**config.mk**
```make
export PLATFORM = sky130hd
export DESIGN_NAME = double_ended_queue_core
export DESIGN_NICKNAME = d
export VERILOG_FILES = /design/src/hw/rtl/dq_pkg.sv /design/src/hw/rtl/dq_cell.sv /design/src/hw/rtl/double_ended_queue_core.sv
export SDC_FILE = /design/constraint.sdc
export NUM_CORES = 2
export LEC_CHECK = 0
export BUFFER_PORTS_ARGS = -buffer_cell sky130_fd_sc_hd__buf_2
export CAP_MARGIN = 10
export CORE_MARGIN = 3
export CORE_UTILIZATION = 50
export DETAILED_ROUTE_END_ITERATION = 10
export HOLD_SLACK_MARGIN = 0.12
export PLACE_DENSITY = 0.68
export SLEW_MARGIN = 20
export SYNTH_ARGS = -nofsm -noshare
export SYNTH_HDL_FRONTEND = slang
export SYNTH_SLANG_ARGS = --single-unit
```
**constraint.sdc**
```tcl
create_clock -name clock -period 10.1 [get_ports clock]
set_input_delay 2.02 -clock clock [delete_from_list [all_inputs] [get_ports clock]]
set_output_delay 2.02 -clock clock [all_outputs]
set_load 0.005 [all_outputs]
```
**src/hw/rtl/dq_pkg.sv**
```systemverilog
// shared types and constants for the double-ended queue core
`timescale 1ns / 1ps

package dq_pkg;

   // default number of entries
   localparam int DEPTH_DEFAULT = 16;

   // fixed field widths
   localparam int VALUE_W  = 32;
   localparam int ACTION_W = 3;
   localparam int STATUS_W = 2;

   // stream data widths, padded to whole bytes
   localparam int REQ_DATA_W = 40;
   localparam int RSP_DATA_W = 40;

   // request actions
   typedef enum logic [ACTION_W-1:0] {
      ACT_PUSH_FRONT = 3'd0,
      ACT_PUSH_BACK  = 3'd1,
      ACT_POP_FRONT  = 3'd2,
      ACT_POP_BACK   = 3'd3,
      ACT_LIST_FWD   = 3'd4,
      ACT_LIST_BWD   = 3'd5
   } action_type;

   // result status codes
   typedef enum logic [STATUS_W-1:0] {
      STS_OK    = 2'd0,
      STS_EMPTY = 2'd1,
      STS_FULL  = 2'd2
   } status_type;

   // per-cycle operation broadcast to every cell
   typedef enum logic [1:0] {
      CELL_HOLD    = 2'd0,
      CELL_SHIFT_R = 2'd1,
      CELL_SHIFT_L = 2'd2,
      CELL_LOAD    = 2'd3
   } cell_op_type;

   // control group from the sequencer to the cell row
   typedef struct packed {
      cell_op_type op;
      logic        rotate;
   } cell_ctrl_type;

endpackage

```
**src/hw/rtl/dq_cell.sv**
```systemverilog
// one storage cell of the queue row; moves its value to or from its neighbors
`timescale 1ns / 1ps

module dq_cell #(
   parameter int INDEX = 0,
   parameter int CNT_W = 5
) (
   input  logic                          clock,
   input  dq_pkg::cell_ctrl_type         ctrl,
   input  logic [CNT_W-1:0]              count,
   input  logic [dq_pkg::VALUE_W-1:0]    left_value,
   input  logic [dq_pkg::VALUE_W-1:0]    right_value,
   input  logic [dq_pkg::VALUE_W-1:0]    head_value,
   input  logic [dq_pkg::VALUE_W-1:0]    push_value,
   output logic [dq_pkg::VALUE_W-1:0]    value
);
   import dq_pkg::*;

   localparam logic [CNT_W-1:0] POS_FREE = CNT_W'(INDEX);
   localparam logic [CNT_W-1:0] POS_TAIL = CNT_W'(INDEX + 1);

   logic [VALUE_W-1:0] value_ff;
   logic [VALUE_W-1:0] value_in;
   logic               is_tail;
   logic               is_free;

   // position of this cell relative to the occupied range
   assign is_tail = (count == POS_TAIL);
   assign is_free = (count == POS_FREE);

   // next value from the broadcast operation
   always_comb begin
      value_in = value_ff;
      case (ctrl.op)
         CELL_HOLD: begin
            value_in = value_ff;
         end
         CELL_SHIFT_R: begin
            value_in = left_value;
         end
         CELL_SHIFT_L: begin
            // the tail cell closes the ring when rotating
            value_in = (ctrl.rotate && is_tail) ? head_value : right_value;
         end
         CELL_LOAD: begin
            value_in = is_free ? push_value : value_ff;
         end
         default: begin
            value_in = value_ff;
         end
      endcase
   end

   always_ff @(posedge clock) begin
      value_ff <= value_in;
   end

   assign value = value_ff;

endmodule

```
**src/hw/rtl/double_ended_queue_core.sv**
```systemverilog
// top level of the double-ended queue: request sequencer, cell row and result register
`timescale 1ns / 1ps

// Bounded double-ended queue of signed 32-bit values held in a row of DEPTH cells,
// the front at cell 0. Requests arrive on the req_ stream: push front, push back,
// pop front, pop back, list front to back, list back to front. Results leave on the
// rsp_ stream; rsp_tlast marks the final result of each request.
// Pushes and pops give one result each, so with a ready receiver one such request
// is taken every cycle; the front is read at cell 0, the back through a select on
// the tail cell. Push front and pop front shift the row, push back loads the free
// cell after the tail and pop back moves nothing. While listing N values, each cycle
// with no receiver stall rotates the row by one cell and sends the value at its end,
// so after N steps the row is back in place. No request is taken until listing ends.
// Empty pops and listings give a single empty status; a push into a full queue is
// dropped with a full status. Unused action codes are taken and give no result.
// Results sit in one output register: while the receiver stalls, the block holds
// the pending result, takes no new request and pauses any listing.
// Reset clears the occupancy, the sequencer and the output valid; cell contents are
// left as they are and are never read before being written.
module double_ended_queue_core #(
   parameter int DEPTH = dq_pkg::DEPTH_DEFAULT
) (
   input  logic                             clock,
   input  logic                             reset,
   // request stream
   input  logic                             req_tvalid,
   output logic                             req_tready,
   input  logic [dq_pkg::REQ_DATA_W-1:0]    req_tdata,   // [2:0] action, [34:3] push_value
   // result stream
   output logic                             rsp_tvalid,
   input  logic                             rsp_tready,
   output logic [dq_pkg::RSP_DATA_W-1:0]    rsp_tdata,   // [31:0] out_value, [33:32] status
   output logic                             rsp_tlast
);
   import dq_pkg::*;

   localparam int CNT_W = $clog2(DEPTH + 1);
   localparam int IDX_W = $clog2(DEPTH);
   localparam logic [CNT_W-1:0] CNT_FULL = CNT_W'(DEPTH);
   localparam logic [CNT_W-1:0] CNT_ONE  = CNT_W'(1);

   typedef enum logic [1:0] {
      ST_IDLE = 2'b01,
      ST_LIST = 2'b10
   } state_type;

   state_type          state_ff, state_in;
   logic [CNT_W-1:0]   count_ff, count_in;
   logic [CNT_W-1:0]   remain_ff, remain_in;
   logic               backward_ff, backward_in;
   logic               rsp_valid_ff, rsp_valid_in;
   logic [VALUE_W-1:0] rsp_value_ff, rsp_value_in;
   status_type         rsp_status_ff, rsp_status_in;
   logic               rsp_last_ff, rsp_last_in;

   logic               out_free;
   logic               accept;
   action_type         action;
   logic [VALUE_W-1:0] push_value;
   logic               is_empty;
   logic               is_full;
   logic [IDX_W-1:0]   tail_idx;
   logic [VALUE_W-1:0] head_value;
   logic [VALUE_W-1:0] tail_value;
   logic [VALUE_W-1:0] inject_value;
   cell_ctrl_type      ctrl;
   logic [VALUE_W-1:0] cell_value [DEPTH];

   // request fields and handshake
   assign action     = action_type'(req_tdata[ACTION_W-1:0]);
   assign push_value = req_tdata[ACTION_W +: VALUE_W];
   assign out_free   = !rsp_valid_ff || rsp_tready;
   assign req_tready = (state_ff == ST_IDLE) && out_free;
   assign accept     = req_tvalid && req_tready;

   // front and back of the occupied range
   assign is_empty   = (count_ff == '0);
   assign is_full    = (count_ff == CNT_FULL);
   assign tail_idx   = IDX_W'(count_ff - CNT_ONE);
   assign head_value = cell_value[0];
   assign tail_value = cell_value[tail_idx];

   // cell row
   for (genvar gi = 0; gi < DEPTH; gi++) begin : g_cell
      logic [VALUE_W-1:0] left_value;
      logic [VALUE_W-1:0] right_value;

      if (gi == 0) begin : g_first
         assign left_value = inject_value;
      end else begin : g_mid_l
         assign left_value = cell_value[gi-1];
      end

      if (gi == DEPTH - 1) begin : g_last
         assign right_value = cell_value[gi];
      end else begin : g_mid_r
         assign right_value = cell_value[gi+1];
      end

      dq_cell #(
         .INDEX (gi),
         .CNT_W (CNT_W)
      ) u_cell (
         .clock       (clock),
         .ctrl        (ctrl),
         .count       (count_ff),
         .left_value  (left_value),
         .right_value (right_value),
         .head_value  (head_value),
         .push_value  (push_value),
         .value       (cell_value[gi])
      );
   end

   // sequencer: decodes requests and steps listings
   always_comb begin
      state_in      = state_ff;
      count_in      = count_ff;
      remain_in     = remain_ff;
      backward_in   = backward_ff;
      ctrl.op       = CELL_HOLD;
      ctrl.rotate   = 1'b0;
      inject_value  = push_value;
      rsp_valid_in  = rsp_valid_ff && !rsp_tready;
      rsp_value_in  = rsp_value_ff;
      rsp_status_in = rsp_status_ff;
      rsp_last_in   = rsp_last_ff;

      if (accept) begin
         case (action)
            ACT_PUSH_FRONT, ACT_PUSH_BACK: begin
               rsp_valid_in = 1'b1;
               rsp_value_in = '0;
               rsp_last_in  = 1'b1;
               if (is_full) begin
                  rsp_status_in = STS_FULL;
               end else begin
                  rsp_status_in = STS_OK;
                  ctrl.op       = (action == ACT_PUSH_FRONT) ? CELL_SHIFT_R : CELL_LOAD;
                  count_in      = count_ff + CNT_ONE;
               end
            end
            ACT_POP_FRONT, ACT_POP_BACK: begin
               rsp_valid_in = 1'b1;
               rsp_last_in  = 1'b1;
               if (is_empty) begin
                  rsp_value_in  = '0;
                  rsp_status_in = STS_EMPTY;
               end else begin
                  rsp_status_in = STS_OK;
                  count_in      = count_ff - CNT_ONE;
                  if (action == ACT_POP_FRONT) begin
                     rsp_value_in = head_value;
                     ctrl.op      = CELL_SHIFT_L;
                  end else begin
                     rsp_value_in = tail_value;
                  end
               end
            end
            ACT_LIST_FWD, ACT_LIST_BWD: begin
               if (is_empty) begin
                  rsp_valid_in  = 1'b1;
                  rsp_value_in  = '0;
                  rsp_status_in = STS_EMPTY;
                  rsp_last_in   = 1'b1;
               end else begin
                  state_in    = ST_LIST;
                  remain_in   = count_ff;
                  backward_in = (action == ACT_LIST_BWD);
               end
            end
            default: begin
               state_in = ST_IDLE;
            end
         endcase
      end else if (state_ff == ST_LIST && out_free) begin
         // one listed value per step, rotating the occupied range by one cell
         rsp_valid_in  = 1'b1;
         rsp_status_in = STS_OK;
         rsp_last_in   = (remain_ff == CNT_ONE);
         remain_in     = remain_ff - CNT_ONE;
         if (backward_ff) begin
            rsp_value_in = tail_value;
            inject_value = tail_value;
            ctrl.op      = CELL_SHIFT_R;
         end else begin
            rsp_value_in = head_value;
            ctrl.op      = CELL_SHIFT_L;
            ctrl.rotate  = 1'b1;
         end
         if (remain_ff == CNT_ONE) begin
            state_in = ST_IDLE;
         end
      end
   end

   // control registers
   always_ff @(posedge clock) begin
      if (reset) begin
         state_ff     <= ST_IDLE;
         count_ff     <= '0;
         remain_ff    <= '0;
         backward_ff  <= 1'b0;
         rsp_valid_ff <= 1'b0;
      end else begin
         state_ff     <= state_in;
         count_ff     <= count_in;
         remain_ff    <= remain_in;
         backward_ff  <= backward_in;
         rsp_valid_ff <= rsp_valid_in;
      end
   end

   // result payload register
   always_ff @(posedge clock) begin
      rsp_value_ff  <= rsp_value_in;
      rsp_status_ff <= rsp_status_in;
      rsp_last_ff   <= rsp_last_in;
   end

   // result stream
   assign rsp_tvalid = rsp_valid_ff;
   assign rsp_tlast  = rsp_last_ff;
   assign rsp_tdata  = {{(RSP_DATA_W - VALUE_W - STATUS_W){1'b0}}, rsp_status_ff, rsp_value_ff};

endmodule
```
==> impl_results.html <==
<table>
<tr><th>Metric</th><th>Value</th></tr>
<tr><th colspan="2">Routing</th></tr>
<tr><td>Count of routing violations after the opening detailed-route iteration</td><td>5577</td></tr>
<tr><td>DRT Wirelength</td><td>132000 um</td></tr>
<tr><td>Routed Antenna Nets</td><td>0</td></tr>
<tr><td>Overall via count from detail_route</td><td>31362</td></tr>
<tr><td>Vias per Instance</td><td>7.33</td></tr>
<tr><td>Detailed Routing Iterations Pass 1</td><td>7</td></tr>
<tr><td>Mean routed wirelength per cell</td><td>30.9 um</td></tr>
<tr><td>Post-detailed-route DRC marker count</td><td>0</td></tr>
<tr><th colspan="2">Placed design</th></tr>
<tr><td>DP Worst Slack</td><td>3.40 ns</td></tr>
<tr><td>HPWL reported at the end of detailed placement</td><td>69800 um</td></tr>
<tr><td>Cell count after placement</td><td>4159</td></tr>
<tr><td>Cell area after placement</td><td>36200 sq um</td></tr>
<tr><td>Count of buffers inserted at the top-level ports</td><td>75</td></tr>
<tr><td>Final estimated routing congestion in global placement</td><td>0.882</td></tr>
<tr><th colspan="2">CTS</th></tr>
<tr><td>CTS root buf</td><td>sky130_fd_sc_hd__clkbuf_16</td></tr>
<tr><td>Clock slew at the register clock pins of the worst setup and hold paths</td><td>0.06 ns</td></tr>
<tr><td>Count of instances resized after the clock tree is built</td><td>0</td></tr>
<tr><td>Number of buffers inserted for hold repair after clock tree synthesis</td><td>0</td></tr>
<tr><td>Source-to-sink clock delay at the later pin of the worst-skew pair</td><td>0.62 ns</td></tr>
<tr><td>Number of levels in the clock H-tree</td><td>3</td></tr>
<tr><td># Post-CTS Setup Buffers</td><td>0</td></tr>
<tr><td>Maximum clock path buffer count</td><td>3</td></tr>
<tr><td>Total clock buffers created by CTS</td><td>66</td></tr>
<tr><td>Clock Sink Count</td><td>561</td></tr>
<tr><td>CTS tree</td><td>done</td></tr>
<tr><th colspan="2">Logic synthesis</th></tr>
<tr><td>Synthesized area per cell</td><td>10.2 sq um</td></tr>
<tr><td>Leading cell type by number of instances after synthesis</td><td>sky130_fd_sc_hd__edfxtp_1</td></tr>
<tr><td>Number of enable-type register cells in the synthesized netlist</td><td>547</td></tr>
<tr><td>Number of register bits inferred by synthesis</td><td>561</td></tr>
<tr><td>Yosys synthesis warning count</td><td>0</td></tr>
<tr><td>Cells taking the most area after synthesis</td><td>sky130_fd_sc_hd__edfxtp_1, sky130_fd_sc_hd__a211oi_1, sky130_fd_sc_hd__mux4_2, sky130_fd_sc_hd__nand2_1, sky130_fd_sc_hd__o21ai_0</td></tr>
<tr><td>Sequential element share of the synthesized area</td><td>0.476</td></tr>
<tr><td>Number of different library cells in the post-synthesis netlist</td><td>61</td></tr>
<tr><td>Netlist Area Pre-Place</td><td>35100 sq um</td></tr>
<tr><td>Most frequently used flop master after synthesis</td><td>sky130_fd_sc_hd__edfxtp_1</td></tr>
<tr><td>Area share of the largest cell type after synthesis</td><td>0.468</td></tr>
<tr><td>Fraction of synthesis flops using an asynchronous set or reset pin</td><td>0</td></tr>
<tr><td>Commonest cells in the synthesized netlist</td><td>sky130_fd_sc_hd__edfxtp_1, sky130_fd_sc_hd__nand2_1, sky130_fd_sc_hd__a211oi_1, sky130_fd_sc_hd__o21ai_0, sky130_fd_sc_hd__clkbuf_1</td></tr>
<tr><td>Cell count after synthesis</td><td>3439</td></tr>
<tr><td>Cell accounting for the most synthesized area</td><td>sky130_fd_sc_hd__edfxtp_1</td></tr>
<tr><th colspan="2">Critical path</th></tr>
<tr><td>CP Launch Point</td><td>rsp_tready</td></tr>
<tr><td>Critical Setup Path Class</td><td>in2reg</td></tr>
<tr><td>Cells on worst reg2reg path</td><td>11</td></tr>
<tr><td>Arrival time of the worst setup path</td><td>6.55 ns</td></tr>
<tr><td>CP startpoint kind</td><td>input pin</td></tr>
<tr><td>Category of the worst setup path capture point</td><td>flop</td></tr>
<tr><td>CP max FO</td><td>239</td></tr>
<tr><td>Required time worst endpoint</td><td>10.33 ns</td></tr>
<tr><td>R2r startpoint</td><td>count_ff[0]$_SDFFE_PP0P_</td></tr>
<tr><th colspan="2">Final layout</th></tr>
<tr><td>Area growth from synthesis to layout</td><td>8.76%</td></tr>
<tr><td>Finished Core Util</td><td>0.553</td></tr>
<tr><td>Number of nets in the final layout</td><td>3352</td></tr>
<tr><td>Final Instance Area</td><td>38200 sq um</td></tr>
<tr><td>Number of standard cells in the layout, taps in and fillers out</td><td>4279</td></tr>
<tr><td>Fraction of final layout cells with drive strength greater than 1</td><td>0.126</td></tr>
<tr><th colspan="2">STA</th></tr>
<tr><td>Worst Tran Pin Value</td><td>1.23 ns</td></tr>
<tr><td>Sum Neg Setup Slack</td><td>0 ns</td></tr>
<tr><td>Final Max Slew Viols</td><td>0</td></tr>
<tr><td>Number of setup violations in the final report</td><td>0</td></tr>
<tr><td>Final worst clock skew</td><td>0.0297 ns</td></tr>
<tr><td>Period Utilization, post-route</td><td>0.626</td></tr>
<tr><td>RSZ-0062 raised after global routing</td><td>false</td></tr>
<tr><td>Worst Setup Slack, final</td><td>3.78 ns</td></tr>
<tr><td>Minimum hold slack</td><td>0.489 ns</td></tr>
<tr><td>Tightest slew margin relative to the limit</td><td>0.177</td></tr>
<tr><td>Minimum clock period after layout</td><td>6.32 ns</td></tr>
<tr><td>Maximum clock frequency</td><td>0.158 GHz</td></tr>
<tr><td>Number of hold-slack violations in the final timing report</td><td>0</td></tr>
<tr><th colspan="2">Worst hold path</th></tr>
<tr><td>Class of the tightest hold or removal check</td><td>reg2reg</td></tr>
<tr><td>Cell depth of the worst min-delay path</td><td>2</td></tr>
<tr><td>Start point of the worst hold path</td><td>remain_ff[1]$_SDFFE_PP0P_</td></tr>
<tr><th colspan="2">GRT</th></tr>
<tr><td>Number of global-route vias before repair</td><td>30328</td></tr>
<tr><td>Remaining Overflow, GRT</td><td>0</td></tr>
<tr><td>Wire length of the first global-routing pass</td><td>195000 um</td></tr>
<tr><td>Total routing usage reported by global routing</td><td>0.351</td></tr>
<tr><td>Number of antenna violations at the first check in global routing</td><td>8</td></tr>
<tr><td>Pin count of the biggest net entering global routing</td><td>240</td></tr>
<tr><th colspan="2">Pwr</th></tr>
<tr><td>Total design power</td><td>6.21 mW</td></tr>
<tr><td>Seq pwr share</td><td>0.459</td></tr>
<tr><td>Pwr dens</td><td>163 nW/um^2</td></tr>
<tr><td>Switching fraction of total power</td><td>0.294</td></tr>
<tr><td>P_leak</td><td>14.1 nW</td></tr>
<tr><td>Share of power burned in the clock network</td><td>0.363</td></tr>
<tr><td>Internal power</td><td>4.38 mW</td></tr>
<tr><td>Highest ir drop seen on vdd</td><td>95.6 uV</td></tr>
<tr><td>Part of the total power dissipated in combinational logic</td><td>0.178</td></tr>
<tr><td>Switching pwr</td><td>1.83 mW</td></tr>
<tr><th colspan="2">Floorplanning</th></tr>
<tr><td>Floorplan die width</td><td>271 um</td></tr>
<tr><td>Floorplan die area</td><td>73400 sq um</td></tr>
<tr><td>Initial core utilization</td><td>0.508</td></tr>
<tr><td>Top-level I/O count</td><td>87</td></tr>
<tr><td>Die H</td><td>271 um</td></tr>
<tr><td>Number of placement rows</td><td>96</td></tr>
<tr><td>Core region area</td><td>69100 sq um</td></tr>
<tr><th colspan="2">Run</th></tr>
<tr><td>Maxcap violations</td><td>0</td></tr>
<tr><th colspan="2">Run status</th></tr>
<tr><td>Status</td><td>completed</td></tr>
</table>
registers in the layout, summed over array words and instances (netlist names):
| register | cells |
|---|---|
| backward_ff | 1 |
| state_ff | 2 |
| rsp_value_ff | 32 |
| count_ff | 5 |
| rsp_tlast | 1 |
| g_cell.u_cell.value | 512 |
| rsp_status_ff | 2 |
| rsp_tvalid | 1 |
| remain_ff | 5 |
final cells by class:
class	count	area [sq um]
fill	5892	30900
multi-input combinational	2448	17100
sequential	561	16700
timing repair buffer	146	958
antenna	5	12.5
tap	931	1160
clock inverter	21	103
inverter	73	274
clock buffer	94	1820
per-layer routing:
layer  GRT usage  part of all wire
met1       0.474              0.36
met2       0.505              0.42
met3       0.102              0.16
met4       0.199             0.064
met5      0.0132           0.00097
worst max-delay path: stages:
cell and delay, ns:
sky130_fd_sc_hd__buf_2 0.10, sky130_fd_sc_hd__and2b_1 0.71, sky130_fd_sc_hd__or3_1 0.74, sky130_fd_sc_hd__o41a_2 0.31, sky130_fd_sc_hd__buf_12 0.70, sky130_fd_sc_hd__nor2_2 0.03
sky130_fd_sc_hd__buf_4 0.30, sky130_fd_sc_hd__a21oi_4 0.73, sky130_fd_sc_hd__buf_4 0.65
worst paths after layout:
check                                               to  slack, ns
setup / recovery  g_cell[1].u_cell.value[24]$_DFFE_PP_       3.78
setup reg to reg  g_cell[1].u_cell.value[24]$_DFFE_PP_       4.11
hold reg to reg              remain_ff[1]$_SDFFE_PP0P_       0.49
hold / removal               remain_ff[1]$_SDFFE_PP0P_       0.49
kinds of logic after synthesis:
family | Yosys count | share of synthesized area
xor+xnor | 4 | 0.000998
buf+inv | 435 | 0.0489
compound gates | 1158 | 0.223
fa+ha+maj | 12 | 0.00428
other cells | 1 | 0.000107
simple gates | 1105 | 0.154
flops | 561 | 0.476
mux | 163 | 0.0922
cells in the final DEF, fill, tap and decap left out, drive strengths merged, types with 80 or more instances in the layout:
cell / netlist / routed
a211oi: 419 / 419
nand2: 544 / 544
clkbuf: 283 / 94
and3: 196 / 196
and2: 161 / 161
o31ai: 99 / 99
edfxtp: 547 / 547
o21ai: 364 / 364
nor2: 80 / 80
mux4: 128 / 128
buf: 79 / 146
power by group through the flow:
stage	clock network [mW]	registers, mW	logic, mW
after floorplan	0	2.84	0.720
after global placement	0	2.88	1.05
after detailed placement	0	2.89	1.06
after CTS	2.27	2.85	1.07
after global routing	2.35	2.87	1.16
final	2.25	2.85	1.10
(Power assumes the default switching activity.)
